<file path="src/hdl/cpos_pkg.sv">
// Shared types and constants for the closest-point-on-segment pipeline.
package cpos_pkg;

  localparam int COORD_BITS  = 24;
  localparam int FRAC_T_BITS = 16;
  localparam int CFG_BITS    = 16;
  localparam int DIFF_W      = COORD_BITS + 1;
  localparam int PROD_W      = 2 * DIFF_W;
  localparam int LEN_W       = PROD_W;
  localparam int DOT_W       = PROD_W + 1;
  localparam int STEP_W      = DIFF_W + FRAC_T_BITS + 1;
  localparam int Q_W         = STEP_W - FRAC_T_BITS;
  localparam int SUM_W       = Q_W + 1;
  localparam logic [CFG_BITS-1:0] MIN_LEN_SQ_RST = CFG_BITS'(7);

  typedef enum logic [1:0] {
    CASE_PROJ  = 2'd0,
    CASE_NOSEG = 2'd1,
    CASE_DEGEN = 2'd2
  } case_code_t;

  typedef enum logic [1:0] {
    TSEL_ZERO = 2'd0,
    TSEL_FULL = 2'd1,
    TSEL_DIV  = 2'd2
  } tsel_t;

  typedef struct packed {
    logic                         has_segment;
    logic signed [COORD_BITS-1:0] point_x;
    logic signed [COORD_BITS-1:0] point_y;
    logic signed [COORD_BITS-1:0] seg_a_x;
    logic signed [COORD_BITS-1:0] seg_a_y;
    logic signed [COORD_BITS-1:0] seg_b_x;
    logic signed [COORD_BITS-1:0] seg_b_y;
  } in_beat_t;

  typedef struct packed {
    logic signed [COORD_BITS-1:0] near_x;
    logic signed [COORD_BITS-1:0] near_y;
    case_code_t                   case_code;
  } out_beat_t;

  typedef struct packed {
    logic                         vld;
    logic signed [COORD_BITS-1:0] base_x;
    logic signed [COORD_BITS-1:0] base_y;
    logic signed [DIFF_W-1:0]     dx;
    logic signed [DIFF_W-1:0]     dy;
    logic [LEN_W-1:0]             len;
    logic [LEN_W-1:0]             rem;
    logic [FRAC_T_BITS-1:0]       quo;
    tsel_t                        tsel;
    case_code_t                   code;
  } div_t;

endpackage

</file>
<file path="src/hdl/cpos_div_step.sv">
// One restoring-division step for the projection fraction.
module cpos_div_step (
  input  logic           clk,
  input  logic           rst,
  input  logic           adv,
  input  cpos_pkg::div_t in_stage,
  output cpos_pkg::div_t out_stage
);
  import cpos_pkg::*;

  logic [LEN_W:0] rem2;
  logic           ge;
  div_t           out_stage_next;

  always_comb begin
    rem2 = {in_stage.rem, 1'b0};
    ge   = rem2 >= {1'b0, in_stage.len};
    out_stage_next     = in_stage;
    out_stage_next.rem = ge ? LEN_W'(rem2 - {1'b0, in_stage.len}) : rem2[LEN_W-1:0];
    out_stage_next.quo = {in_stage.quo[FRAC_T_BITS-2:0], ge};
  end

  always_ff @(posedge clk) begin
    if (rst) begin
      out_stage.vld <= 1'b0;
    end else if (adv) begin
      out_stage <= out_stage_next;
    end
  end

endmodule

</file>
<file path="config.mk">
export PLATFORM = sky130hd
export DESIGN_NAME = cpos_div_step
export DESIGN_NICKNAME = d
export VERILOG_FILES = /design/src/hdl/cpos_pkg.sv /design/src/hdl/cpos_div_step.sv
export SDC_FILE = /design/constraint.sdc
export NUM_CORES = 1
export LEC_CHECK = 0
export ABC_AREA = 0
export ABC_CLOCK_PERIOD_IN_PS = 14550
export BUFFER_PORTS_ARGS = -buffer_cell sky130_fd_sc_hd__buf_2
export CAP_MARGIN = 20
export CORE_AREA = 2 2 250 129
export CTS_BUF_LIST = sky130_fd_sc_hd__clkbuf_2 sky130_fd_sc_hd__clkbuf_4 sky130_fd_sc_hd__clkbuf_8
export DETAILED_ROUTE_END_ITERATION = 16
export DIE_AREA = 0 0 252 131
export PLACE_DENSITY = 0.71
export SYNTH_ARGS = -nofsm -noshare
export SYNTH_HDL_FRONTEND = slang
export SYNTH_SLANG_ARGS = --single-unit
</file>
<file path="constraint.sdc">
create_clock -name clk -period 14.55 [get_ports clk]
set_input_delay 0.7275 -clock clk [delete_from_list [all_inputs] [get_ports clk]]
set_output_delay 0.7275 -clock clk [all_outputs]
set_load 0.05 [all_outputs]
</file>
; ---- Word-level counts from Yosys, hierarchy flattened
; Cells that the tools add are included.
[word_totals]
in_bits = 222
elab_cells = 16
reg_bits = 219
[classes]
order_cmp = 1
n_addsub = 1
muxes = 1
reduce_logical = 1
bitwise = 1
[ops]
columns = operator, n
row1 = 51-bit by 50-bit greater-or-equal comparator with 1-bit output, 1
row2 = 50-bit 2-to-1 mux, 1
row3 = 50-bit subtractor, 1
row4 = 2-bit AND reduction, 1
row5 = 1-bit inverter, 1

; ---- Depth between registers and ports, before layout
[logic_depth]
ltp_word = 2
depth_mapped = 15
ltp_nobuf = 13

; ---- Worst setup path after synthesis
; OpenSTA, ideal clock, no wires.
[synth_timing]
kind = input-to-reg
from = in rst
to = reg out_stage[0] (netlist bit) (enable)
stages = 1
required_ns = 13.720
t_arrival_ns = 10.373
n_path_buf = 0
slack_ns = 3.348
path_cell_list = nor2b_1
[synth_between]
elab_chain_len = 2
[synth_lines]
columns = item, line_no
row1 = from (decl), cpos_div_step.sv:4  ; input logic rst,
row2 = 1-bit inverter (no line), -
row3 = 2-bit AND reduction (no line), -
row4 = to (signal assigned), cpos_div_step.sv:27  ; out_stage <= out_stage_next;
row5 = to (decl), cpos_div_step.sv:7  ; output cpos_pkg::div_t out_stage
; No other way between the ends.
; A chain may end at the register's enable or synchronous reset.

==> out/metrics.yaml <==
die_w_um: 252
grt_pass1_wl_um: 45500
synth_warnings: 0
clkLatencyLatePin_ns: 0.54
synth_top_family_by_area: "compound AO/OA/AOI/OAI gates"
cts_tree: "yes"
worstPathRequired_ns: 14.80
synthSimpleGateAreaFrac_pct: 8.48
rows: 46
synthFlopType: "edfxtp_1"
antenna_left: 0
final_max_slew_viol_count: 0
async_flop_share_pct: 0
ir_drop_mv: 0.0646
rsz0062_at_grt: "false"
nets: 1544
worst_pin_slew_ns: 1.11
finalHoldViolCount: 0
filler_cell_count: 3007
regMostFlops: "out_stage"
holdBufCountCts: 0
die_y_um: 131
final_cells: 1704
pre_cts_slack_ns: 9.77
post_cts_resized: 0
grt_max_degree: 87
tns_ns: 0
crit_path_start_kind: "primary input"
worstPathArrival_ns: 4.42
netlist_instances: 823
fin_ws_ns: 10.38
cts.sinks: 219
cts_root_buf: "clkbuf_8"
syn_nets: 1096
cap_violations: 0
syn_area_mm2: 0.0103
wl_per_cell_um: 19.2
worstSetupPathType: "in2reg"
die_area_mm2: 0.0330
leakagePower_nw: 5.89
gr-total-overflow: 0
drt_iter0_drc: 556
synth_cell_types: 61
place.port_buffers: 439
start_util_pct: 33.3
syn_area_per_cell_um2: 12.5
synthMuxAreaShare_pct: 0.194
cts_buffers: 35
synthAdderAreaFrac_pct: 6.27
num_vias: 8267
via_per_inst: 4.85
status: "finished clean"
dp_hpwl_um: 25700
dr.pass1.iters: 5
synth-seq-cells: 219
cp_max_fo: 40
r2r_setup_slack_ns: 13.96
hp-class: "in2reg"
clk_path_buf_depth: 3
fmax_mhz: 240
drt-total-wl_um: 32800
grt_pass1_vias: 7677
cts_setup_buffers: 0
synth.yosys.seq_area_share_pct: 63.8
clkTransAtPathRegs_ns: 0.07
skew_ns: 0
synth-xor-area-share_pct: 3.83
gp_congestion: 0.916
track_usage_pct: 18.3
ios: 441
synth_edf_count: 218
postLayoutCoreUtil_pct: 43.6
syn_to_final_growth_pct: 31.2
synth_top_area_share_pct: 63.6
synth_compound_area_share_pct: 13.3
placed_cells: 1642
core-area_mm2: 0.0310
whs_ns: 0.352
synth_area_leaders: "edfxtp_1 (64%), ha_1 (6.1%), a21oi_1 (4.7%)"
end_kind: "flip-flop"
post-route-period-util_pct: 28.7
largest_register_ffs: 219
setup_viol: 0
yosys.area.top_type: "edfxtp_1"
period_needed_ns: 4.17
reg_top3: "out_stage (219)"
power_density_mw_per_mm2: 127
relSlewSlack_pct: 26.3
drive_gt1_share_pct: 40.0
drc_errors: 0
antenna_found_initial: 7
ctsHtreeMaxLevel: 2
==> power breakdown <==
group	internal, mW	leakage [nW]	switching (mW)
logic	0.120	3.49	0.323
registers	0.755	2.06	0.0118
clock network	0.260	0.341	0.250
total	1.14	5.89	0.585
==> synth_stat cells (8+ instances only) <==
cell / instances
a21o_1: 21
a21oi_1: 96
buf_2: 22
edfxtp_1: 218
ha_1: 50
inv_1: 63
nand2_1: 62
nand3_1: 10
nand4_1: 17
nor2_1: 55
nor2b_1: 9
nor3_1: 8
o21ai_0: 40
o21bai_1: 20
xnor2_1: 26
xor2_1: 19
==> per-stage QoR <==
stage / instance area, um2 / power, mW
global placement: 12900 / 1.21
global route: 13500 / 1.80
floorplan: 10300 / 1.10
detailed placement: 12900 / 1.22
CTS: 13500 / 1.74
finish: 13500 / 1.72
==> per-layer routing <==
metal	part of all wire [%]	global-route usage (%)
met1	45	26.3
met2	44	26.3
met3	9.1	5.69
met4	1.7	5.50
met5	0.040	0.714
==> logic make-up (layout without fill, tap and decap cells) <==
kind of cell / count (synthesis) / in the layout
adder cells (fa/ha/maj): 51 / 51
AND/OR/NAND/NOR: 186 / 186
multiplexers: 2 / 2
AO/OA/AOI/OAI: 224 / 224
XOR/XNOR: 45 / 45
buffers and inverters: 96 / 565
other: 0 / 4
flip-flops: 219 / 219
==> worst max-delay path, cell delays in order <==
cell      delay [ns]
buf_2           0.12
inv_1           0.05
ha_1            0.35
nand3_1         0.21
o21bai_1        0.28
a21boi_2        0.23
or2_0           0.19
a211oi_2        0.17
a21oi_2         0.39
a31o_2          0.71
buf_4           0.52
inv_4           0.25
nand2_1         0.12
o21ai_0         0.10
==> cells in the final DEF (no fill, tap or decap), types with 7 or more instances in the layout <==
master / n
clkbuf_8: 36
inv_1: 63
nor2b_1: 8
o21ai_0: 40
buf_2: 439
o21ai_1: 7
nand3_1: 10
nand4_1: 17
a21o_1: 21
a21oi_1: 96
nor2_1: 55
xor2_1: 19
edfxtp_1: 218
nand2_1: 62
o21bai_1: 20
ha_1: 50
nor3_1: 8
clkbuf_4: 12
xnor2_1: 26
==> path summary, 6_finish.rpt <==
check,start,endpoint,cells after the start
max,in_stage[72],out_stage[28],14
min,in_stage[7],out_stage[8],1
max reg2reg,out_stage[218],out_stage[218],2
min reg2reg,out_stage[218],out_stage[218],2
==> layout make-up <==
cell class / instances / area (um2) / share of cell area, %
clock buffer: 48 / 586 / 4.33
clock inverter: 10 / 51.3 / 0.380
multi-input combinational: 508 / 3310 / 24.5
inverter: 64 / 243 / 1.80
tap: 408 / 510 / 3.78
sequential: 219 / 6570 / 48.6
antenna: 4 / 10.0 / 0.0741
timing repair buffer: 443 / 2230 / 16.5
Note: power is estimated with default switching activity, not from simulation.
