<file path="src/hdl/cpos_pkg.sv">
// Shared types and constants for the closest-point-on-segment pipeline.
package cpos_pkg;

  localparam int COORD_BITS  = 24;
  localparam int FRAC_T_BITS = 16;
  localparam int CFG_BITS    = 16;
  localparam int DIFF_W      = COORD_BITS + 1;
  localparam int PROD_W      = 2 * DIFF_W;
  localparam int LEN_W       = PROD_W;
  localparam int DOT_W       = PROD_W + 1;
  localparam int STEP_W      = DIFF_W + FRAC_T_BITS + 1;
  localparam int Q_W         = STEP_W - FRAC_T_BITS;
  localparam int SUM_W       = Q_W + 1;
  localparam logic [CFG_BITS-1:0] MIN_LEN_SQ_RST = CFG_BITS'(7);

  typedef enum logic [1:0] {
    CASE_PROJ  = 2'd0,
    CASE_NOSEG = 2'd1,
    CASE_DEGEN = 2'd2
  } case_code_t;

  typedef enum logic [1:0] {
    TSEL_ZERO = 2'd0,
    TSEL_FULL = 2'd1,
    TSEL_DIV  = 2'd2
  } tsel_t;

  typedef struct packed {
    logic                         has_segment;
    logic signed [COORD_BITS-1:0] point_x;
    logic signed [COORD_BITS-1:0] point_y;
    logic signed [COORD_BITS-1:0] seg_a_x;
    logic signed [COORD_BITS-1:0] seg_a_y;
    logic signed [COORD_BITS-1:0] seg_b_x;
    logic signed [COORD_BITS-1:0] seg_b_y;
  } in_beat_t;

  typedef struct packed {
    logic signed [COORD_BITS-1:0] near_x;
    logic signed [COORD_BITS-1:0] near_y;
    case_code_t                   case_code;
  } out_beat_t;

  typedef struct packed {
    logic                         vld;
    logic signed [COORD_BITS-1:0] base_x;
    logic signed [COORD_BITS-1:0] base_y;
    logic signed [DIFF_W-1:0]     dx;
    logic signed [DIFF_W-1:0]     dy;
    logic [LEN_W-1:0]             len;
    logic [LEN_W-1:0]             rem;
    logic [FRAC_T_BITS-1:0]       quo;
    tsel_t                        tsel;
    case_code_t                   code;
  } div_t;

endpackage

</file>
<file path="src/hdl/cpos_lerp.sv">
// Back stages: offset multiply, add with saturation, output register.
module cpos_lerp (
  input  logic                clk,
  input  logic                rst,
  input  logic                adv,
  input  cpos_pkg::div_t      in_stage,
  output logic                out_valid,
  output cpos_pkg::out_beat_t out_data
);
  import cpos_pkg::*;

  logic [FRAC_T_BITS:0]         t;
  logic                         v1;
  logic signed [COORD_BITS-1:0] bx1, by1;
  logic signed [STEP_W-1:0]     stx, sty;
  case_code_t                   code1;
  logic signed [SUM_W-1:0]      sumx, sumy;

  function automatic logic signed [COORD_BITS-1:0] sat(input logic signed [SUM_W-1:0] v);
    logic hi_same;
    hi_same = (v[SUM_W-1:COORD_BITS-1] == '0) || (v[SUM_W-1:COORD_BITS-1] == '1);
    if (hi_same) begin
      sat = v[COORD_BITS-1:0];
    end else if (v[SUM_W-1]) begin
      sat = {1'b1, {(COORD_BITS-1){1'b0}}};
    end else begin
      sat = {1'b0, {(COORD_BITS-1){1'b1}}};
    end
  endfunction

  always_comb begin
    case (in_stage.tsel)
      TSEL_FULL: t = {1'b1, {FRAC_T_BITS{1'b0}}};
      TSEL_DIV:  t = {1'b0, in_stage.quo};
      default:   t = '0;
    endcase
    sumx = SUM_W'(bx1) + SUM_W'(stx >>> FRAC_T_BITS);
    sumy = SUM_W'(by1) + SUM_W'(sty >>> FRAC_T_BITS);
  end

  always_ff @(posedge clk) begin
    if (rst) begin
      v1        <= 1'b0;
      out_valid <= 1'b0;
    end else if (adv) begin
      v1    <= in_stage.vld;
      bx1   <= in_stage.base_x;
      by1   <= in_stage.base_y;
      code1 <= in_stage.code;
      stx   <= in_stage.dx * $signed({1'b0, t});
      sty   <= in_stage.dy * $signed({1'b0, t});

      out_valid          <= v1;
      out_data.near_x    <= sat(sumx);
      out_data.near_y    <= sat(sumy);
      out_data.case_code <= code1;
    end
  end

endmodule

</file>
<file path="config.mk">
export PLATFORM = sky130hd
export DESIGN_NAME = cpos_lerp
export DESIGN_NICKNAME = d
export VERILOG_FILES = /design/src/hdl/cpos_pkg.sv /design/src/hdl/cpos_lerp.sv
export SDC_FILE = /design/constraint.sdc
export NUM_CORES = 2
export LEC_CHECK = 0
export BUFFER_PORTS_ARGS = -buffer_cell sky130_fd_sc_hd__buf_2
export CAP_MARGIN = 20
export CORE_ASPECT_RATIO = 0.5
export CORE_MARGIN = 2
export CORE_UTILIZATION = 58
export CTS_BUF_LIST = sky130_fd_sc_hd__clkbuf_8
export CTS_CLUSTER_DIAMETER = 40
export DETAILED_ROUTE_END_ITERATION = 10
export PLACE_DENSITY = 0.8
export SLEW_MARGIN = 20
export SYNTH_ARGS = -nofsm -noshare
export SYNTH_HDL_FRONTEND = slang
export SYNTH_SLANG_ARGS = --single-unit
</file>
<file path="constraint.sdc">
create_clock -name clk -period 7.3 [get_ports clk]
set_input_delay 0.365 -clock clk [delete_from_list [all_inputs] [get_ports clk]]
set_output_delay 0.365 -clock clk [all_outputs]
set_load 0.01 [all_outputs]
</file>
[After elaboration in Yosys (flattened, before gate mapping)]
Index checks and enable logic that the tools add are counted.
Storage, ports and cells
  bits in registers: 186
  latch bits: 0
  memory bits (writable): 0
  bits in read-only memories: 0
  input port bits: 222
  output and inout port bits: 51
  memories: 0
Cells by class
  $add $sub $neg: 2
  $mul: 2
  div/mod/pow operators: 0
  $lt $le $gt $ge: 0
  equal/unequal tests: 4
  shifts and indexed selects: 0
  muxes and demuxes: 5
  bitwise gates (word level): 1
  reductions and logical operators: 5
Operators with widths (number)
  $mux 24: 4
  $mul 25x18->42: 2
  $add 24x26->27: 2
  $pmux 17 s2: 1
  $eq 4x4->1 const B: 2
  $logic_not 4->1: 2
  $eq 2x1->1 const B: 1
  $eq 2x2->1 const B: 1
  $logic_or 1x1->1: 2
  $reduce_and 2->1: 1
  $not 1->1: 1

[Depth between registers and ports, before layout]
  depth in word-level cells: 4
  mapped depth: 29
  gate-level depth less buffers: 27

[Worst setup path before layout]
OpenSTA, ideal clock, no wires.
  path kind: input -> register
  from: input rst
  to: register bx1[0] (enable)
  setup time: 0.686 ns
  arrival: 7.103 ns
  required time: 6.614 ns
  slack: -0.489 ns
  stages: 1
  cells stage by stage: nor2b_1
Between the ends
  longest elaborated chain between the ends: 2
Ends and longest elaborated chain
  start, declared: line cpos_lerp.sv:4  | input logic rst,
  $not 1->1 (no source line)
  $reduce_and 2->1 (no source line)
  end signal, assigned: line cpos_lerp.sv:47  | bx1 <= in_stage.base_x;
  end, declared: line cpos_lerp.sv:14  | logic signed [COORD_BITS-1:0] bx1, by1;
No other way between the ends.
A chain may end at the register's enable or synchronous reset.

[Worst setup path in the final report]
  from: input in_stage[2] (netlist bit)
  to: register sty[40] (data pin)
Between the ends
  longest elaborated chain between the ends: 3
  elaborated cells between the ends (all ways): 4
  those cells by class: mul (1); eq/ne (2); mux (1)
Ends and longest elaborated chain
  start, declared: line cpos_lerp.sv:6  | input cpos_pkg::div_t in_stage,
  $eq 2x2->1 or $eq 2x1->1 (tied branches): line cpos_lerp.sv:32  | case (in_stage.tsel)
  $pmux 17 s2 (*): line cpos_lerp.sv:32
  $mul 25x18->42 (*): line cpos_lerp.sv:51  | sty <= in_stage.dy * $signed({1'b0, t});
  end signal, assigned: line cpos_lerp.sv:51
  end, declared: line cpos_lerp.sv:15  | logic signed [STEP_W-1:0] stx, sty;
Every way passes the cells marked *; elsewhere a longest branch is shown, timed or not.

==> flow_summary.ini <==
[status]
status = completed

[route]
ant_nets = 0
vias_per_cell = 5.68
vias = 28800
wl_per_cell_um = 19.9
drc = 0
drt_wl_total_um = 101000
drt_iter0_drc = 2645
first_pass_iters = 6

[synthesis]
synth_common_cells = 990 x inv_1, 820 x fa_1, 455 x nand2_1, 384 x and3_1, 250 x ha_1
yosys.cell_count.top_type = inv_1
postSynthCellCount = 3906
ys_async_sr_fraction = 0
ys_ff_latch = 154
yosys.area.top_type = fa_1
ys_seq_area_frac = 0.124
synth_top_area_frac = 0.442
syn-cell-area_mm2 = 0.0371
synth_area_leaders = fa_1 44%, edfxtp_1 12%, inv_1 10%
ys_warn_count = 0
synth_enable_flop_cells = 152
yosysUniqueCellTypes = 74
syn-mean-instance-area_um2 = 9.50
synth_ff_type = edfxtp_1
syn_nets = 5198

[clock_network]
cts-htree-levels = 4
tritoncts = built
cts_root_buffer = clkbuf_8
clk_path_buf_depth = 2
path_clk_slew_ns = 0.13
insertion_delay_ns = 0.53
cts_inserted_buffers = 17
numClockSinks = 154

[grt]
track_usage = 0.314
grt_start_max_net_pins = 79
grt_pass1_wl_um = 161000
antenna_found_initial = 14
grt_overflow = 0
grt_pass1_vias = 30700

[die]
die_height_um = 183
ios = 273
die_w_um = 362
core-area_mm2 = 0.0632
initial_core_util = 0.587
rows = 65
die_area_mm2 = 0.0662

[pwr]
power.leakage_nw = 22.2
max-vdd-ir-drop_mv = 0.135
power_density_mw_per_mm2 = 143
p_seq_frac = 0.232
p_sw_frac = 0.462
pwr-share-clk = 0.118
p_switching_mw = 2.72
p_int_mw = 3.16
p_comb_frac = 0.650

[worst_hold_path]
hp-class = input pin to register
holdPathStages = 1

[worst_setup_path]
worst_ep_required_time_ns = 7.61
critPathKind = input pin to register
r2r_cells = 10
startpoint_type = input pin
cp-end-kind = register
slowest_stage = fa_1
critPathMaxFanout = 56
slowest_delay_ns = 0.55
crit_top_cell = fa_1
worstPathArrival_ns = 7.38
r2r_slack_ns = 2.92

[timing]
slew_violations = 0
hold_viol = 0
finalCriticalPeriod_ns = 7.07
fin_setup_tns_ns = 0
fin_ws_ns = 0.228
rsz0062_at_grt = no
maxSlewHeadroom = 0.295
worst_slew_pin_slew_ns = 1.05
finClkSkew_ns = 0.0307
period_share = 0.969
finalSetupViolations = 0
max_freq_ghz = 0.141
whs_ns = 0.0306

[placed_design]
globalplace.congestion = 0.975
placed_area_mm2 = 0.0404
place_inst = 4984
place_ws_ns = -0.472
hpwlAfterDp_um = 80500
io_buffers = 172

[layout]
drive_gt1_frac = 0.119
ff_latch_area_mm2 = 0.00460
fillers = 4688
syn_to_final_growth_pct = 11.1
multiInputGateArea_mm2 = 0.0281
final_cells = 5058
nets = 5491
final_area_mm2 = 0.0412

[run]
max-cap-violations = 0
area by class of cell:
type | count | share of cell area
Sequential cell | 154 | 0.112
Antenna cell | 9 | 0.000546
Inverter | 990 | 0.0901
Clock buffer | 17 | 0.00567
Multi-Input combinational cell | 2574 | 0.682
Clock inverter | 15 | 0.00379
Timing Repair Buffer | 462 | 0.0805
Tap cell | 837 | 0.0254
cell usage in the layout, fill, tap and decap left out, types with 25 or more instances in the layout:
cell	instances
a21o_1	61
dlygate4sd3_1	25
nand2_1	455
and2_1	65
a21oi_1	75
buf_4	243
buf_2	172
edfxtp_1	152
nor2_1	56
inv_1	990
o21ai_0	68
ha_1	249
and3_1	384
xor2_1	40
fa_1	820
xnor2_1	64
state kept, by name (all words and copies together), names as in the netlist:
register,count
sty,26
bx1,24
code1,2
out_data,50
by1,24
stx,26
v1,1
out_valid,1
timing repair:
item | 4_1_cts | 5_1_grt
hold buffers | 25 | 0
buffers inserted | 0 | 7
endpoints found under the setup margin | 0 | 27
endpoints found under the hold margin | 25 | 0
gates resized for setup | 0 | 23
per-stage QoR:
step	total power, mW	util
floorplan	3.74	-
finish	5.88	0.653
detailed placement	5.09	0.640
CTS	5.81	0.650
global route	6.36	0.653
global placement	4.96	0.640
power by group through the flow:
stage	combinational (mW)	clock, mW	sequential (mW)
after global routing	4.25	0.737	1.37
after floorplan	2.41	0	1.33
final	3.82	0.695	1.36
after global placement	3.59	0	1.37
after CTS	3.75	0.703	1.35
after detailed placement	3.71	0	1.37
per-layer routing:
| metal | wire length (um) | vias up | GRT usage |
|---|---|---|---|
| met5 | 41 | - | 0 |
| met4 | 4180 | 6 | 0.125 |
| met3 | 12200 | 337 | 0.0823 |
| met2 | 46200 | 1545 | 0.503 |
| met1 | 37900 | 14400 | 0.412 |
| li1 | - | 12500 | - |
logic make-up (layout without fill, tap and decap cells):
kind of cell	Yosys count	after routing	share of synthesized area
xor+xnor	106	106	0.0252
compound gates	320	320	0.0577
other cells	0	9	0
fa+ha+maj	1070	1070	0.527
simple gates	1073	1074	0.146
buf+inv	1179	1484	0.119
mux	4	4	0.00108
flops	154	154	0.124
worst paths after layout:
| check | start | endpoint |
|---|---|---|
| max | in_stage[2] | sty[40] |
| min reg2reg | code1[0] | out_data[0] |
| max reg2reg | stx[26] | out_data[44] |
| min | in_stage[172] | by1[2] |
worst max-delay path: cells and delay by family:
| family | cells | cell delay [ns] |
|---|---|---|
| fa+ha+maj | 8 | 3.73 |
| buf+inv | 13 | 1.61 |
| compound gates | 7 | 1.24 |
| simple gates | 2 | 0.28 |
| xor+xnor | 1 | 0.15 |
Note: power is estimated with default switching activity, not from simulation.
